$ cat src/sv/ffs_pkg.sv
// ----------------------------------------------------------------------------
// ffs_pkg
// Shared types, byte constants and frame-building functions of the fieldbus
// frame serializer.
// ----------------------------------------------------------------------------
package ffs_pkg;

   localparam int CSR_AW      = 3;
   localparam int CSR_DW      = 32;
   localparam int QUEUE_DEPTH = 4;
   localparam int QUEUE_PW    = $clog2(QUEUE_DEPTH);
   localparam int QUEUE_CW    = $clog2(QUEUE_DEPTH + 1);
   localparam int IDX_W       = 5;

   localparam logic [0:0] REG_SAP = 1'b0;

   localparam logic [7:0] BYTE_SD_VAR   = 8'h68;
   localparam logic [7:0] BYTE_ED       = 8'h16;
   localparam logic [7:0] BYTE_SC_ACK   = 8'hE5;
   localparam logic [7:0] BYTE_SD_TOKEN = 8'hDC;
   localparam logic [7:0] BYTE_SD_FIXED = 8'h10;
   localparam logic [7:0] BYTE_CLOSE_FC = 8'h5C;
   localparam logic [7:0] BYTE_REQ_FC   = 8'h7C;
   localparam logic [7:0] BYTE_DSAP     = 8'h1F;
   localparam logic [7:0] BYTE_REQ_PDU  = 8'hF1;
   localparam logic [7:0] BYTE_CON_PDU  = 8'hE0;
   localparam logic [7:0] BYTE_CNF_PDU  = 8'hB0;
   localparam logic [7:0] BYTE_CLS_PDU  = 8'h80;
   localparam logic [7:0] BYTE_CNF_SPDU = 8'h05;
   localparam logic [7:0] BYTE_SEVEN    = 8'h07;
   localparam logic [7:0] BYTE_FOUR     = 8'h04;
   localparam logic [7:0] BYTE_ZERO     = 8'h00;
   localparam logic [7:0] LEN_CONNECT   = 8'd17;
   localparam logic [7:0] LEN_CONF_S    = 8'd7;
   localparam logic [7:0] LEN_CONF_L    = 8'd8;
   localparam logic [7:0] LEN_CLOSE     = 8'd6;
   localparam logic [7:0] LEN_REQ_BASE  = 8'd7;

   typedef enum logic [2:0] {
      CMD_ACK       = 3'd0,
      CMD_TOKEN     = 3'd1,
      CMD_NO_DATA   = 3'd2,
      CMD_REQ_START = 3'd3,
      CMD_REQ_DATA  = 3'd4,
      CMD_CONNECT   = 3'd5,
      CMD_CONFIRM   = 3'd6,
      CMD_CLOSE     = 3'd7
   } ffs_cmd_type;

   typedef enum logic [3:0] {
      JOB_ACK,
      JOB_TOKEN,
      JOB_NO_DATA,
      JOB_REQ_HDR,
      JOB_REQ_DATA,
      JOB_CONNECT,
      JOB_CONF_SHORT,
      JOB_CONF_LONG,
      JOB_CLOSE
   } ffs_job_kind_type;

   typedef struct packed {
      logic [2:0] command;
      logic [6:0] dest_addr;
      logic [6:0] src_addr;
      logic [7:0] func_code;
      logic [7:0] payload_len;
      logic       confirm_long;
      logic [7:0] payload_byte;
   } req_word_type;

   typedef struct packed {
      logic [7:0] tx_byte;
      logic       frame_last;
   } rsp_word_type;

   typedef struct packed {
      ffs_job_kind_type kind;
      logic [6:0]       dest;
      logic [6:0]       src;
      logic [7:0]       fc;
      logic [7:0]       len_byte;
      logic [7:0]       data;
      logic [7:0]       rnum;
      logic             trailer;
   } ffs_job_type;

   typedef struct packed {
      logic        push;
      ffs_job_type job;
   } ffs_push_type;

   typedef struct packed {
      logic [7:0] data;
      logic       last;
      logic       frame_end;
      logic       counted;
      logic       restart;
   } ffs_byte_type;

   function automatic logic [7:0] ffs_connect_param(input logic [3:0] i);
      logic [7:0] r;
      unique case (i)
         4'd0:    r = 8'h80;
         4'd2:    r = 8'h02;
         4'd4:    r = 8'h02;
         4'd5:    r = 8'h01;
         4'd7:    r = 8'h01;
         default: r = 8'h00;
      endcase
      return r;
   endfunction

   function automatic logic [IDX_W-1:0] ffs_frame_len(input ffs_job_type j);
      logic [IDX_W-1:0] n;
      unique case (j.kind)
         JOB_ACK:        n = 5'd1;
         JOB_TOKEN:      n = 5'd3;
         JOB_NO_DATA:    n = 5'd6;
         JOB_REQ_HDR:    n = j.trailer ? 5'd13 : 5'd11;
         JOB_REQ_DATA:   n = j.trailer ? 5'd3 : 5'd1;
         JOB_CONNECT:    n = 5'd23;
         JOB_CONF_SHORT: n = 5'd13;
         JOB_CONF_LONG:  n = 5'd14;
         JOB_CLOSE:      n = 5'd12;
         default:        n = 5'd1;
      endcase
      return n;
   endfunction

   // body bytes of variable-length frames, k counts from the byte after src
   function automatic logic [7:0] ffs_body(input ffs_job_type j, input logic [IDX_W-1:0] k,
                                           input logic [7:0] sap);
      logic [7:0] r;
      logic [IDX_W-1:0] t;
      t = k - 5'd6;
      r = BYTE_ZERO;
      unique case (j.kind)
         JOB_REQ_HDR: begin
            unique case (k)
               5'd0:    r = BYTE_REQ_FC;
               5'd1:    r = sap;
               5'd2:    r = BYTE_DSAP;
               5'd3:    r = BYTE_REQ_PDU;
               default: r = j.rnum;
            endcase
         end
         JOB_CONNECT: begin
            unique case (k)
               5'd0:    r = j.fc;
               5'd1:    r = BYTE_ZERO;
               5'd2:    r = BYTE_DSAP;
               5'd3:    r = BYTE_CON_PDU;
               5'd4:    r = BYTE_FOUR;
               5'd5:    r = j.rnum;
               default: r = ffs_connect_param(t[3:0]);
            endcase
         end
         JOB_CONF_SHORT: begin
            unique case (k)
               5'd0:    r = j.fc;
               5'd1:    r = sap;
               5'd2:    r = BYTE_DSAP;
               5'd3:    r = BYTE_CNF_SPDU;
               default: r = BYTE_SEVEN;
            endcase
         end
         JOB_CONF_LONG: begin
            unique case (k)
               5'd0:    r = j.fc;
               5'd1:    r = sap;
               5'd2:    r = BYTE_DSAP;
               5'd3:    r = BYTE_CNF_PDU;
               5'd4:    r = BYTE_SEVEN;
               default: r = j.rnum;
            endcase
         end
         default: begin
            unique case (k)
               5'd0:    r = BYTE_CLOSE_FC;
               5'd1:    r = sap;
               5'd2:    r = BYTE_DSAP;
               default: r = BYTE_CLS_PDU;
            endcase
         end
      endcase
      return r;
   endfunction

   function automatic ffs_byte_type ffs_byte(input ffs_job_type j, input logic [IDX_W-1:0] idx,
                                             input logic [7:0] sap, input logic [7:0] sum);
      ffs_byte_type r;
      logic [IDX_W-1:0] n;
      logic has_trl;
      logic in_trl;
      n = ffs_frame_len(j);
      has_trl = (j.kind != JOB_REQ_HDR) || j.trailer;
      in_trl = has_trl && (idx >= n - 5'd2);
      r.data = BYTE_ZERO;
      r.last = (idx == n - 5'd1);
      // open request pieces end the job but not the frame
      r.frame_end = r.last && has_trl && ((j.kind != JOB_REQ_DATA) || j.trailer);
      r.counted = 1'b0;
      r.restart = 1'b0;
      unique case (j.kind)
         JOB_ACK: r.data = BYTE_SC_ACK;
         JOB_TOKEN: begin
            unique case (idx)
               5'd0:    r.data = BYTE_SD_TOKEN;
               5'd1:    r.data = {1'b0, j.dest};
               default: r.data = {1'b0, j.src};
            endcase
         end
         JOB_NO_DATA: begin
            unique case (idx)
               5'd0:    r.data = BYTE_SD_FIXED;
               5'd1:    r.data = {1'b0, j.dest};
               5'd2:    r.data = {1'b0, j.src};
               5'd3:    r.data = j.fc;
               5'd4:    r.data = {1'b0, j.dest} + {1'b0, j.src} + j.fc;
               default: r.data = BYTE_ED;
            endcase
         end
         JOB_REQ_DATA: begin
            unique case (idx)
               5'd0: begin
                  r.data = j.data;
                  r.counted = 1'b1;
               end
               5'd1:    r.data = sum;
               default: r.data = BYTE_ED;
            endcase
         end
         default: begin
            r.counted = (idx >= 5'd4) && !in_trl;
            r.restart = (idx == 5'd4);
            if (idx == 5'd0 || idx == 5'd3) begin
               r.data = BYTE_SD_VAR;
            end else if (idx == 5'd1 || idx == 5'd2) begin
               r.data = j.len_byte;
            end else if (idx == 5'd4) begin
               r.data = {1'b1, j.dest};
            end else if (idx == 5'd5) begin
               r.data = {1'b1, j.src};
            end else if (in_trl && r.last) begin
               r.data = BYTE_ED;
            end else if (in_trl) begin
               r.data = sum;
            end else begin
               r.data = ffs_body(j, idx - 5'd6, sap);
            end
         end
      endcase
      return r;
   endfunction

endpackage

$ cat src/sv/ffs_front.sv
// ----------------------------------------------------------------------------
// ffs_front
// Accepts command words, tracks the open request and turns each command
// into a frame job for the byte sequencer.
// ----------------------------------------------------------------------------
module ffs_front
   import ffs_pkg::*;
(
   input  logic         clock,
   input  logic         reset,
   input  logic         req_valid,
   output logic         req_ready,
   input  req_word_type req_word,
   input  logic         q_full,
   output ffs_push_type push
);

   logic       open_ff,  open_in;
   logic [7:0] remain_ff, remain_in;
   logic [7:0] rnum_ff,  rnum_in;
   logic [7:0] rnum_inc;
   logic       accept;
   ffs_cmd_type cmd;

   assign req_ready = !q_full;
   assign accept    = req_valid && req_ready;
   assign cmd       = ffs_cmd_type'(req_word.command);
   assign rnum_inc  = rnum_ff + 8'd1;

   always_comb begin
      open_in   = open_ff;
      remain_in = remain_ff;
      rnum_in   = rnum_ff;
      push.push         = 1'b0;
      push.job.kind     = JOB_ACK;
      push.job.dest     = req_word.dest_addr;
      push.job.src      = req_word.src_addr;
      push.job.fc       = req_word.func_code;
      push.job.len_byte = BYTE_ZERO;
      push.job.data     = req_word.payload_byte;
      push.job.rnum     = rnum_ff;
      push.job.trailer  = 1'b0;
      if (accept) begin
         if (cmd == CMD_REQ_DATA) begin
            if (open_ff) begin
               push.push        = 1'b1;
               push.job.kind    = JOB_REQ_DATA;
               push.job.trailer = (remain_ff == 8'd1);
               remain_in        = remain_ff - 8'd1;
               open_in          = (remain_ff != 8'd1);
            end
         end else begin
            push.push = 1'b1;
            open_in   = 1'b0;
            remain_in = 8'd0;
            unique case (cmd)
               CMD_ACK:     push.job.kind = JOB_ACK;
               CMD_TOKEN:   push.job.kind = JOB_TOKEN;
               CMD_NO_DATA: push.job.kind = JOB_NO_DATA;
               CMD_REQ_START: begin
                  push.job.kind     = JOB_REQ_HDR;
                  push.job.len_byte = req_word.payload_len + LEN_REQ_BASE;
                  push.job.trailer  = (req_word.payload_len == 8'd0);
                  open_in           = (req_word.payload_len != 8'd0);
                  remain_in         = req_word.payload_len;
               end
               CMD_CONNECT: begin
                  push.job.kind     = JOB_CONNECT;
                  push.job.len_byte = LEN_CONNECT;
               end
               CMD_CONFIRM: begin
                  if (req_word.confirm_long) begin
                     push.job.kind     = JOB_CONF_LONG;
                     push.job.len_byte = LEN_CONF_L;
                     rnum_in           = (rnum_inc == 8'd0) ? 8'd1 : rnum_inc;
                  end else begin
                     push.job.kind     = JOB_CONF_SHORT;
                     push.job.len_byte = LEN_CONF_S;
                  end
               end
               default: begin
                  push.job.kind     = JOB_CLOSE;
                  push.job.len_byte = LEN_CLOSE;
               end
            endcase
         end
      end
   end

   always_ff @(posedge clock) begin
      if (reset) begin
         open_ff   <= 1'b0;
         remain_ff <= 8'd0;
         rnum_ff   <= 8'd1;
      end else begin
         open_ff   <= open_in;
         remain_ff <= remain_in;
         rnum_ff   <= rnum_in;
      end
   end

endmodule

$ cat src/sv/ffs_queue.sv
// ----------------------------------------------------------------------------
// ffs_queue
// Short job queue between the command front end and the byte sequencer.
// ----------------------------------------------------------------------------
module ffs_queue
   import ffs_pkg::*;
(
   input  logic         clock,
   input  logic         reset,
   input  ffs_push_type push,
   input  logic         pop,
   output ffs_job_type  head_job,
   output logic         full,
   output logic         empty
);

   ffs_job_type         mem_ff [QUEUE_DEPTH];
   logic [QUEUE_PW-1:0] wr_ptr_ff, wr_ptr_in;
   logic [QUEUE_PW-1:0] rd_ptr_ff, rd_ptr_in;
   logic [QUEUE_CW-1:0] count_ff,  count_in;
   logic                do_push;
   logic                do_pop;

   assign full     = (count_ff == QUEUE_CW'(QUEUE_DEPTH));
   assign empty    = (count_ff == '0);
   assign head_job = mem_ff[rd_ptr_ff];
   assign do_push  = push.push && !full;
   assign do_pop   = pop && !empty;

   always_comb begin
      wr_ptr_in = do_push ? wr_ptr_ff + 1'b1 : wr_ptr_ff;
      rd_ptr_in = do_pop ? rd_ptr_ff + 1'b1 : rd_ptr_ff;
      count_in  = count_ff;
      if (do_push && !do_pop) begin
         count_in = count_ff + 1'b1;
      end else if (do_pop && !do_push) begin
         count_in = count_ff - 1'b1;
      end
   end

   always_ff @(posedge clock) begin
      if (reset) begin
         wr_ptr_ff <= '0;
         rd_ptr_ff <= '0;
         count_ff  <= '0;
      end else begin
         wr_ptr_ff <= wr_ptr_in;
         rd_ptr_ff <= rd_ptr_in;
         count_ff  <= count_in;
      end
   end

   always_ff @(posedge clock) begin
      if (do_push) begin
         mem_ff[wr_ptr_ff] <= push.job;
      end
   end

endmodule

$ cat src/sv/ffs_back.sv
// ----------------------------------------------------------------------------
// ffs_back
// Byte sequencer: walks the job at the queue head one byte per cycle unless
// output stalls, keeps the frame check sum and drives the output register.
// ----------------------------------------------------------------------------
module ffs_back
   import ffs_pkg::*;
(
   input  logic         clock,
   input  logic         reset,
   input  logic         q_empty,
   input  ffs_job_type  head_job,
   output logic         pop,
   input  logic [7:0]   sap,
   output logic         rsp_valid,
   input  logic         rsp_ready,
   output rsp_word_type rsp_word
);

   logic             out_valid_ff, out_valid_in;
   rsp_word_type     out_word_ff,  out_word_in;
   logic [IDX_W-1:0] idx_ff, idx_in;
   logic [7:0]       sum_ff, sum_in;
   ffs_byte_type     cur;
   logic             emit;

   assign cur       = ffs_byte(head_job, idx_ff, sap, sum_ff);
   assign emit      = !q_empty && (!out_valid_ff || rsp_ready);
   assign pop       = emit && cur.last;
   assign rsp_valid = out_valid_ff;
   assign rsp_word  = out_word_ff;

   always_comb begin
      out_valid_in = out_valid_ff;
      out_word_in  = out_word_ff;
      idx_in       = idx_ff;
      sum_in       = sum_ff;
      if (emit) begin
         out_valid_in           = 1'b1;
         out_word_in.tx_byte    = cur.data;
         out_word_in.frame_last = cur.frame_end;
         idx_in                 = cur.last ? '0 : idx_ff + 1'b1;
         if (cur.counted) begin
            sum_in = cur.restart ? cur.data : sum_ff + cur.data;
         end
      end else if (rsp_ready) begin
         out_valid_in = 1'b0;
      end
   end

   always_ff @(posedge clock) begin
      if (reset) begin
         out_valid_ff <= 1'b0;
         idx_ff       <= '0;
         sum_ff       <= 8'd0;
      end else begin
         out_valid_ff <= out_valid_in;
         idx_ff       <= idx_in;
         sum_ff       <= sum_in;
      end
   end

   always_ff @(posedge clock) begin
      out_word_ff <= out_word_in;
   end

endmodule

$ cat src/sv/fieldbus_frame_serializer_unit.sv
// ----------------------------------------------------------------------------
// fieldbus_frame_serializer_unit
// Fieldbus frame serializer: command words in, transmit bytes out.
// ----------------------------------------------------------------------------
// path: the first byte of a frame passes the job queue and then the output
//   register after its word is accepted
// throughput: one byte per cycle while a job is queued and the output is not
//   stalled; a word causes 1 to 23 bytes, or none, and the rate is set by
//   the single byte sequencer in the back end
// a new word is taken every cycle while the 4-entry job queue has room
// reset clears the queue, the output valid flag, the open request and sets
//   the request number to 1 and the sap register to 0
module fieldbus_frame_serializer_unit
   import ffs_pkg::*;
(
   input  logic              clock,
   input  logic              reset,
   input  logic              req_valid,
   output logic              req_ready,
   input  req_word_type      req_word,
   output logic              rsp_valid,
   input  logic              rsp_ready,
   output rsp_word_type      rsp_word,
   input  logic              psel,
   input  logic              penable,
   input  logic              pwrite,
   input  logic [CSR_AW-1:0] paddr,
   input  logic [CSR_DW-1:0] pwdata,
   output logic [CSR_DW-1:0] prdata,
   output logic              pready
);

   logic [7:0]   sap_ff;
   logic [7:0]   sap_in;
   logic         q_full;
   logic         q_empty;
   logic         pop;
   ffs_push_type push;
   ffs_job_type  head_job;
   logic         sap_hit;

   assign pready  = 1'b1;
   assign sap_hit = (paddr[CSR_AW-1] == REG_SAP);
   assign prdata  = sap_hit ? {{(CSR_DW - 8){1'b0}}, sap_ff} : '0;
   assign sap_in  = (psel && penable && pwrite && pready && sap_hit) ? pwdata[7:0] : sap_ff;

   always_ff @(posedge clock) begin
      if (reset) begin
         sap_ff <= 8'd0;
      end else begin
         sap_ff <= sap_in;
      end
   end

   ffs_front u_front (
      .clock     (clock),
      .reset     (reset),
      .req_valid (req_valid),
      .req_ready (req_ready),
      .req_word  (req_word),
      .q_full    (q_full),
      .push      (push)
   );

   ffs_queue u_queue (
      .clock    (clock),
      .reset    (reset),
      .push     (push),
      .pop      (pop),
      .head_job (head_job),
      .full     (q_full),
      .empty    (q_empty)
   );

   ffs_back u_back (
      .clock     (clock),
      .reset     (reset),
      .q_empty   (q_empty),
      .head_job  (head_job),
      .pop       (pop),
      .sap       (sap_ff),
      .rsp_valid (rsp_valid),
      .rsp_ready (rsp_ready),
      .rsp_word  (rsp_word)
   );

`ifndef SYNTHESIS
   a_ack_queued: assert property (@(posedge clock) disable iff (reset)
      (req_valid && req_ready && req_word.command == CMD_ACK) |=> !q_empty)
      else $error("ack word did not reach the job queue");

   a_rsp_from_job: assert property (@(posedge clock) disable iff (reset)
      $rose(rsp_valid) |-> $past(!q_empty))
      else $error("output byte without a queued job");

   a_pop_nonempty: assert property (@(posedge clock) disable iff (reset)
      pop |-> !q_empty)
      else $error("job popped from an empty queue");
`endif

endmodule

$ cat config.mk
export PLATFORM = sky130hd
export DESIGN_NAME = fieldbus_frame_serializer_unit
export DESIGN_NICKNAME = d
export VERILOG_FILES = /design/src/sv/ffs_pkg.sv /design/src/sv/ffs_front.sv /design/src/sv/ffs_queue.sv /design/src/sv/ffs_back.sv /design/src/sv/fieldbus_frame_serializer_unit.sv
export SDC_FILE = /design/constraint.sdc
export NUM_CORES = 1
export LEC_CHECK = 0
export ABC_AREA = 1
export BUFFER_PORTS_ARGS = -buffer_cell sky130_fd_sc_hd__buf_2
export CAP_MARGIN = 0
export CELL_PAD_IN_SITES_DETAIL_PLACEMENT = 1
export CELL_PAD_IN_SITES_GLOBAL_PLACEMENT = 2
export CORE_MARGIN = 3
export CORE_UTILIZATION = 37
export DETAILED_ROUTE_END_ITERATION = 12
export PLACE_DENSITY_LB_ADDON = 0.2
export REMOVE_ABC_BUFFERS = 1
export SETUP_SLACK_MARGIN = 0.5
export SYNTH_ARGS = -nofsm -noshare
export SYNTH_HDL_FRONTEND = slang
export SYNTH_SLANG_ARGS = --single-unit
$ cat constraint.sdc
create_clock -name clock -period 6 [get_ports clock]
set_input_delay 0.6 -clock clock [delete_from_list [all_inputs] [get_ports clock]]
set_output_delay 0.6 -clock clock [all_outputs]
set_load 0.03 [all_outputs]
==> summary.log, run 1 <==
[status] result of the run completed
[critical_path] Slowest-stage cell, CP fa_1
[routing] Via density 5.17
[cells_and_area] fraction of layout cells with a size suffix above 1 19.0%
[grt] total routing resource utilization after global routing 20.6%
[synth] Distinct cells, synth 57
[sta] worst slew pin tran 1040 ps
[pwr] power per cell area 450 nW/um^2
[sta] final critical path time including I/O delays and setup 5250 ps
[sta] FMAX 0.190 GHz
[pwr] cell leakage power 6.78 nW
[critical_path] required time of the critical path 6510 ps
[cells_and_area] Final nets 1,803
[cts] number of H-tree levels 1
[place] GPL Wtd Cong 0.867
[place] estimated wirelength of the detail-placed design 29.7 mm
[cells_and_area] synth-to-layout area growth 18.5%
[routing] residual DRC count 0
[floorplanning] x dimension of the die 201 um
[synth] share of flip-flops with an asynchronous set or reset 0%
[min_path] worst min-delay path class input port to flop
[pwr] worst supply voltage drop on vdd 0.000259 V
[critical_path] biggest fanout along the worst timing path 46
[synth] Post-Syn Area 14,100 um^2
[grt] wire length of the first global-routing pass 66.3 mm
[critical_path] most frequent CP cell nand2_1
[routing] Routed wire per std cell 19.6 um
[sta] final worst path period share 87.5%
[pwr] Final Power 7.50 mW
[cells_and_area] most common cell after layout, fill and taps aside nand2_1
[cts] clock buffer count from CTS 31
[grt] leftover overflow at the end of global routing 0
[place] cell area reported after detailed placement 15,000 um^2
[grt] number of global-route vias before repair 11,676
[critical_path] Worst Setup Path Type flop to flop
[critical_path] Critical Path Start Type flop
[cts] master cell of the clock root buffer clkbuf_16
[routing] via count 11,390
[cts] clock network latency to the later pin of the worst-skew pair 580 ps
[floorplanning] Ports 128
[synth] ys flop type edfxtp_1
[critical_path] delay of the slowest cell on the worst path 480 ps
[floorplanning] die height 201 um
[flow_run] max-capacitance violation count 0
[routing] TritonRoute pass-1 iters 5
[sta] Post-Route Skew 26.1 ps
[cts] maximum root-to-sink buffer count 3
[cells_and_area] total non-filler cell area in the finished layout 16,700 um^2
[sta] setup repair after global routing missed its margin true
[synth] synthesized netlist cell count 1,556
[routing] antenna violation net count after detailed routing 0
[cts] CTS sink cnt 261
[grt] largest net degree at the start of global routing 52
[critical_path] Arr. time, crit path 5760 ps
[synth] number of flops mapped to enable cells by yosys 213
[cts] CTS clk-pin slew, worst paths 60 ps
[synth] synthesis warning total 0
[synth] sequential area share after synthesis 52.3%
[grt] initial antenna violation count 0
[sta] Final setup viols 0
[cells_and_area] number of antenna cells inserted 0
[floorplanning] initial core utilization 38.0%
[routing] detailed router's first-iteration violation count 592
[sta] max-slew violations 0
[synth] post-synthesis sequential element count 261
[floorplanning] Die Area 40,400 um^2
[floorplanning] Core Area 37,000 um^2
[sta] hold violation total from the final report 0
[routing] post-detailed-routing wire length 43.1 mm
[cts] TritonCTS clock tree yes
[critical_path] endpoint type of the worst setup path flop
[synth] Avg Inst Size Synth 9.04 um^2
[sta] worst slew margin relative to its limit 30.6%
[cells_and_area] most used cells in the layout excluding fill and tap cells nand2_1, edfxtp_1, inv_1, nor2_1, a21oi_1
[floorplanning] FP Rows 70
[cells_and_area] share of the core filled with cells 45.0%
[critical_path] FF-to-FF setup slack 750 ps
[place] count of buffers inserted at the top-level ports 76
[cell type report]
class,instances,area [um^2]
Clock buffer,38,812
Clock inverter,20,240
Fill cell,4249,20400
Inverter,161,614
Multi-Input combinational cell,1082,6100
Sequential cell,261,7360
Tap cell,504,631
Timing Repair Buffer,134,901
Timing Repair inverter,1,6.26
[layer usage]
| layer | track usage (%) | up-vias | wire (um) |
|---|---|---|---|
| met5 | 0 | - | 0 |
| met2 | 34.5 | 198 | 20600 |
| met1 | 28.3 | 5592 | 19800 |
| met4 | 5.72 | 0 | 1150 |
| li1 | - | 5523 | - |
| met3 | 2.50 | 77 | 1530 |
[Yosys cell counts (4+ instances only)]
library cell,count,area share (%)
a21oi_1,115,4.1
a221oi_1,4,0.25
a22oi_1,10,0.53
a31oi_1,11,0.49
a32o_1,10,0.71
buf_2,19,0.68
buf_4,25,1.3
buf_6,4,0.32
clkbuf_1,25,0.67
dfxtp_1,48,6.8
edfxtp_1,213,45
fa_1,10,1.4
ha_1,37,3.3
inv_1,151,4.0
inv_2,10,0.27
nand2_1,323,8.6
nand2_2,23,1.0
nand2_4,4,0.32
nand3_1,97,3.5
nand3_2,6,0.43
nand4_1,9,0.40
nor2_1,159,4.2
nor2_2,7,0.31
nor2_4,4,0.32
nor3_1,15,0.53
o2111ai_1,5,0.31
o211ai_1,9,0.48
o21ai_0,111,3.9
o21bai_1,4,0.21
o22ai_1,22,0.98
or2_2,8,0.36
xnor2_1,9,0.56
xor2_1,11,0.68
[what timing repair did]
action | in CTS | in global routing
buffers inserted | 6 | 20
pin swaps | 1 | 43
cloned | 0 | 1
endpoints found under the hold margin | 0 | 0
hold buffers | 0 | 0
endpoints found under the setup margin | 2 | 2
resized for setup | 12 | 89
[sequential cells by signal (all words and copies together), names as in the netlist, named ones only]
signal / cells
u_back.sum_ff: 8
u_back.rsp_valid: 1
u_queue.mem_ff: 204
u_queue.wr_ptr_ff: 2
u_queue.count_ff: 3
u_queue.rd_ptr_ff: 2
u_front.open_ff: 1
u_front.remain_ff: 8
u_front.rnum_ff: 8
sap_ff: 8
u_back.rsp_word: 9
u_back.idx_ff: 5
[worst paths after layout]
kind,cells past startpoint,to,start
setup / recovery,30,u_back.sum_ff[7]$_SDFFE_PP0P_,flop
hold / removal,1,u_queue.mem_ff[0][9]$_DFFE_PP_,req_word[0]
hold reg to reg,2,sap_ff[4]$_SDFFE_PP0P_,sap_ff[4]$_SDFFE_PP0P_
setup reg to reg,30,u_back.sum_ff[7]$_SDFFE_PP0P_,flop
[power breakdown]
group | total [mW] | internal [mW] | switching, mW
logic | 3.27 | 1.11 | 2.16
registers | 2.29 | 2.20 | 0.0916
clock network | 1.94 | 1.18 | 0.760
total | 7.50 | 4.48 | 3.01
[cells by family after synthesis]
group           count (synthesis)  synth area share (%)
compound gates                326                  13.5
xor+xnor                       22                  1.56
fa+ha+maj                      47                  4.71
other cells                     2                0.0534
flops                         261                  52.3
simple gates                  662                  20.5
buf+inv                       236                  7.35
[through the flow]
step                      setup slack [ps]  hold slack, ps  cells  setup TNS (ps)
final                                  750             227   2201               0
after global routing                   290             210   2201               0
after CTS                              507             197   2180               0
after detailed placement               219             481   2116               0
after global placement                 288             470   2116               0
after floorplan                      -1390             447   1504           -8520
[critical path, delay by kind of cell, from the launching register on]
family	cells	cell delay, ps
AND/OR/NAND/NOR	9	720
buffers and inverters	7	770
flip-flops	1	450
adder cells (fa/ha/maj)	4	1420
AO/OA/AOI/OAI	9	1600
XOR/XNOR	1	200
Note: power is estimated with default switching activity, not from simulation.
==> inputs of run 2 (changes only) <==
--- a/config.mk
+++ b/config.mk
@@ -5,13 +5,12 @@
 export SDC_FILE = /design/constraint.sdc
 export NUM_CORES = 1
 export LEC_CHECK = 0
-export ABC_AREA = 1
 export BUFFER_PORTS_ARGS = -buffer_cell sky130_fd_sc_hd__buf_2
 export CAP_MARGIN = 0
 export CELL_PAD_IN_SITES_DETAIL_PLACEMENT = 1
 export CELL_PAD_IN_SITES_GLOBAL_PLACEMENT = 2
 export CORE_MARGIN = 3
-export CORE_UTILIZATION = 37
+export CORE_UTILIZATION = 41
 export DETAILED_ROUTE_END_ITERATION = 12
 export PLACE_DENSITY_LB_ADDON = 0.2
 export REMOVE_ABC_BUFFERS = 1
==> run 2 against run 1 <==
Net effect:
- final cell count is 22% lower
- synthesized area is 3.2% lower
- global-route usage is 0.64 points higher
- non-clock buffer count is 16 higher
- flip-flop and latch count stayed put
- highest routed layer unchanged
- sequential share of layout area is 1.3 points higher
- setup slack worse by 87 ps
- clock power is 10% lower
- combinational power is 20% higher
- synthesized cell count is 26% lower
==> summary.log, run 2 <==
[status] result of the run completed
[routing] residual DRC count 0
[pwr] power per cell area 493 nW/um^2
[floorplanning] FP Rows 66
[cells_and_area] flip-flop count of the largest register, all copies and words added 204
[synth] post-synthesis sequential element count 261
[grt] initial antenna violation count 0
[cts] CTS sink cnt 261
[sta] max-slew violations 0
[grt] largest net degree at the start of global routing 52
[sta] setup repair after global routing missed its margin true
[place] estimated wirelength of the detail-placed design 26.4 mm
[grt] wire length of the first global-routing pass 59.4 mm
[synth] top cell type by total area after synthesis edfxtp_1
[synth] biggest area contributors in the synthesized netlist edfxtp_1, mux4_2, dfxtp_1, a21oi_1, ha_1
[cells_and_area] fraction of layout cells with a size suffix above 1 24.2%
[grt] number of global-route vias before repair 10,176
[sta] post-route setup TNS 0 ps
[sta] worst slew margin relative to its limit 14.7%
[synth] Post-Syn Area 13,600 um^2
[synth] ys flop type edfxtp_1
[min_path] Worst Min Path Start req_word[5]
[routing] Via density 5.65
[cts] TritonCTS clock tree yes
[synth] cell with the most instances after synthesis edfxtp_1
[min_path] worst min-delay path class input port to flop
[routing] antenna violation net count after detailed routing 0
[critical_path] Slowest-stage cell, CP mux4_2
[cts] CTS clk-pin slew, worst paths 60 ps
[sta] worst slew pin tran 1250 ps
[cts] maximum root-to-sink buffer count 3
[cells_and_area] share of the core filled with cells 49.6%
[cells_and_area] largest register by flop count u_queue.mem_ff
[sta] Final setup viols 0
[critical_path] endpoint type of the worst setup path flop
[routing] detailed router's first-iteration violation count 667
[synth] sequential area share after synthesis 54.0%
[cts] number of H-tree levels 1
[critical_path] worst-path cell chain mux4_2, buf_4, a22oi_1, o22a_2, ha_4, xnor2_2, ha_2, o21a_1, a21oi_4, nor2_4, a2111oi_4, buf_4, o221a_4, o31ai_4, ha_1, a21o_1, a21oi_4, o21bai_4, a21oi_2, o21bai_2, a21o_1, a21boi_1, o21ai_0, a211oi_1
[synth] Distinct cells, synth 83
[synth] synthesis warning total 0
[cells_and_area] most common cell after layout, fill and taps aside edfxtp_1
[cts] clock network latency to the later pin of the worst-skew pair 570 ps
[sta] final critical path time including I/O delays and setup 5340 ps
[critical_path] Arr. time, crit path 5820 ps
[grt] leftover overflow at the end of global routing 0
[sta] FMAX 0.187 GHz
[synth] synthesized netlist cell count 1,144
[cells_and_area] most used cells in the layout excluding fill and tap cells edfxtp_1, nor2_1, a21oi_1
[critical_path] Critical Path Start Type flop
[cells_and_area] Final nets 1,394
[cells_and_area] synth-to-layout area growth 18.8%
[flow_run] max-capacitance violation count 0
[routing] TritonRoute pass-1 iters 5
[cts] master cell of the clock root buffer clkbuf_16
[cells_and_area] count of filler cells inserted in the layout 3,413
[sta] hold violation total from the final report 0
[grt] total routing resource utilization after global routing 21.2%
[pwr] cell leakage power 5.67 nW
[critical_path] biggest fanout along the worst timing path 17
[place] count of buffers inserted at the top-level ports 76
[critical_path] delay of the slowest cell on the worst path 540 ps
[floorplanning] die height 188 um
[critical_path] required time of the critical path 6480 ps
[routing] Routed wire per std cell 22.2 um
[place] GPL Wtd Cong 0.875
[floorplanning] Core Area 32,600 um^2
[critical_path] Worst Setup Path Type flop to flop
[synth] share of flip-flops with an asynchronous set or reset 0%
[synth] Avg Inst Size Synth 11.9 um^2
[cts] clock buffer count from CTS 29
[routing] post-detailed-routing wire length 38.2 mm
[synth] number of flops mapped to enable cells by yosys 213
[sta] Post-Route Skew 25.8 ps
[floorplanning] x dimension of the die 188 um
[floorplanning] Die Area 35,400 um^2
[synth] portion of synthesized cell area occupied by the leading cell type 47.0%
[floorplanning] Ports 128
[cells_and_area] number of antenna cells inserted 0
[pwr] worst supply voltage drop on vdd 0.000523 V
[floorplanning] initial core utilization 41.8%
[routing] via count 9,747
[sta] final worst path period share 88.9%
[synth] leading cell types by count after synthesis edfxtp_1, a21oi_1, nor2_1
[run 2: cell count changes in the layout (fill, tap and decap cells not counted), moves of 16 or more]
cell / before / now
a21oi_1: 109 / 90
mux4_2: 0 / 51
a22oi_1: 10 / 27
nand3_1: 91 / 30
nor2_1: 148 / 95
nand2_1: 303 / 89
o22ai_1: 22 / 6
o21ai_0: 107 / 43
buf_4: 44 / 63
inv_1: 148 / 22
nand2_2: 38 / 0
[run 2: worst paths after layout]
check | endpoint | slack [ps] | cells past startpoint
setup / recovery | u_back.sum_ff[7]$_SDFFE_PP0P_ | 660 | 24
hold / removal | u_queue.mem_ff[0][14]$_DFFE_PP_ | 240 | 1
hold reg to reg | u_back.rsp_valid$_SDFFE_PP0P_ | 470 | 2
setup reg to reg | u_back.sum_ff[7]$_SDFFE_PP0P_ | 660 | 24
[run 2: worst max-delay path, delay by kind of cell (launching register included)]
kind / cells / cell delay [ps]
AND/OR/NAND/NOR: 1 / 60
XOR/XNOR: 1 / 110
multiplexers: 1 / 540
AO/OA/AOI/OAI: 16 / 2990
flip-flops: 1 / 400
buffers and inverters: 2 / 390
adder cells (fa/ha/maj): 3 / 770
[run 2: repair_timing]
action,4_1_cts,5_1_grt
hold buffers,0,0
resized for setup,25,60
cloned,0,1
endpoints found under the setup margin,3,4
buffers inserted,6,19
pin swaps,12,34
endpoints found under the hold margin,0,0
[run 2: cell type report]
type	count	area, um^2	share of cell area, %
timing repair buffer	150	1010	6.24
clock inverter	15	156	0.967
clock buffer	37	786	4.86
inverter	24	90.1	0.557
tap	442	553	3.42
sequential	261	7360	45.5
multi-input combinational	797	6220	38.4
[run 2: logic make-up (layout without fill, tap and decap cells)]
group	after synthesis	after routing	share of synthesized area, %
buffers and inverters	109	226	3.93
multiplexers	60	60	9.10
XOR/XNOR	41	41	2.69
adder cells (fa/ha/maj)	48	48	4.94
AO/OA/AOI/OAI	284	284	13.3
flip-flops	261	261	54.0
other	2	25	0.0551
AND/OR/NAND/NOR	339	339	12.0
[run 2: routing by layer]
layer	global-route usage [%]	routed length [um]	up-vias
met5	0	0	-
met4	5.14	943	0
met3	3.00	1830	64
met2	33.8	17500	245
met1	31.0	18000	4873
li1	-	-	4565
[run 2: metrics by stage]
step / cells / worst slack [ps] / hold slack, ps / power [mW] / instance area, um^2
2_1_floorplan: 1082 / -1620 / 439 / 4.56 / 13300
3_3_place_gp: 1648 / 245 / 453 / 5.61 / 14600
3_5_place_dp: 1648 / 130 / 463 / 5.68 / 14600
4_1_cts: 1706 / 504 / 216 / 7.60 / 15700
5_1_grt: 1726 / 426 / 230 / 8.50 / 16200
6_report: 1726 / 664 / 241 / 7.98 / 16200
[run 2: power breakdown]
group | internal (mW) | switching [mW]
Clock | 1.01 | 0.729
Combinational | 1.68 | 2.25
Sequential | 2.21 | 0.0982
Total | 4.91 | 3.07
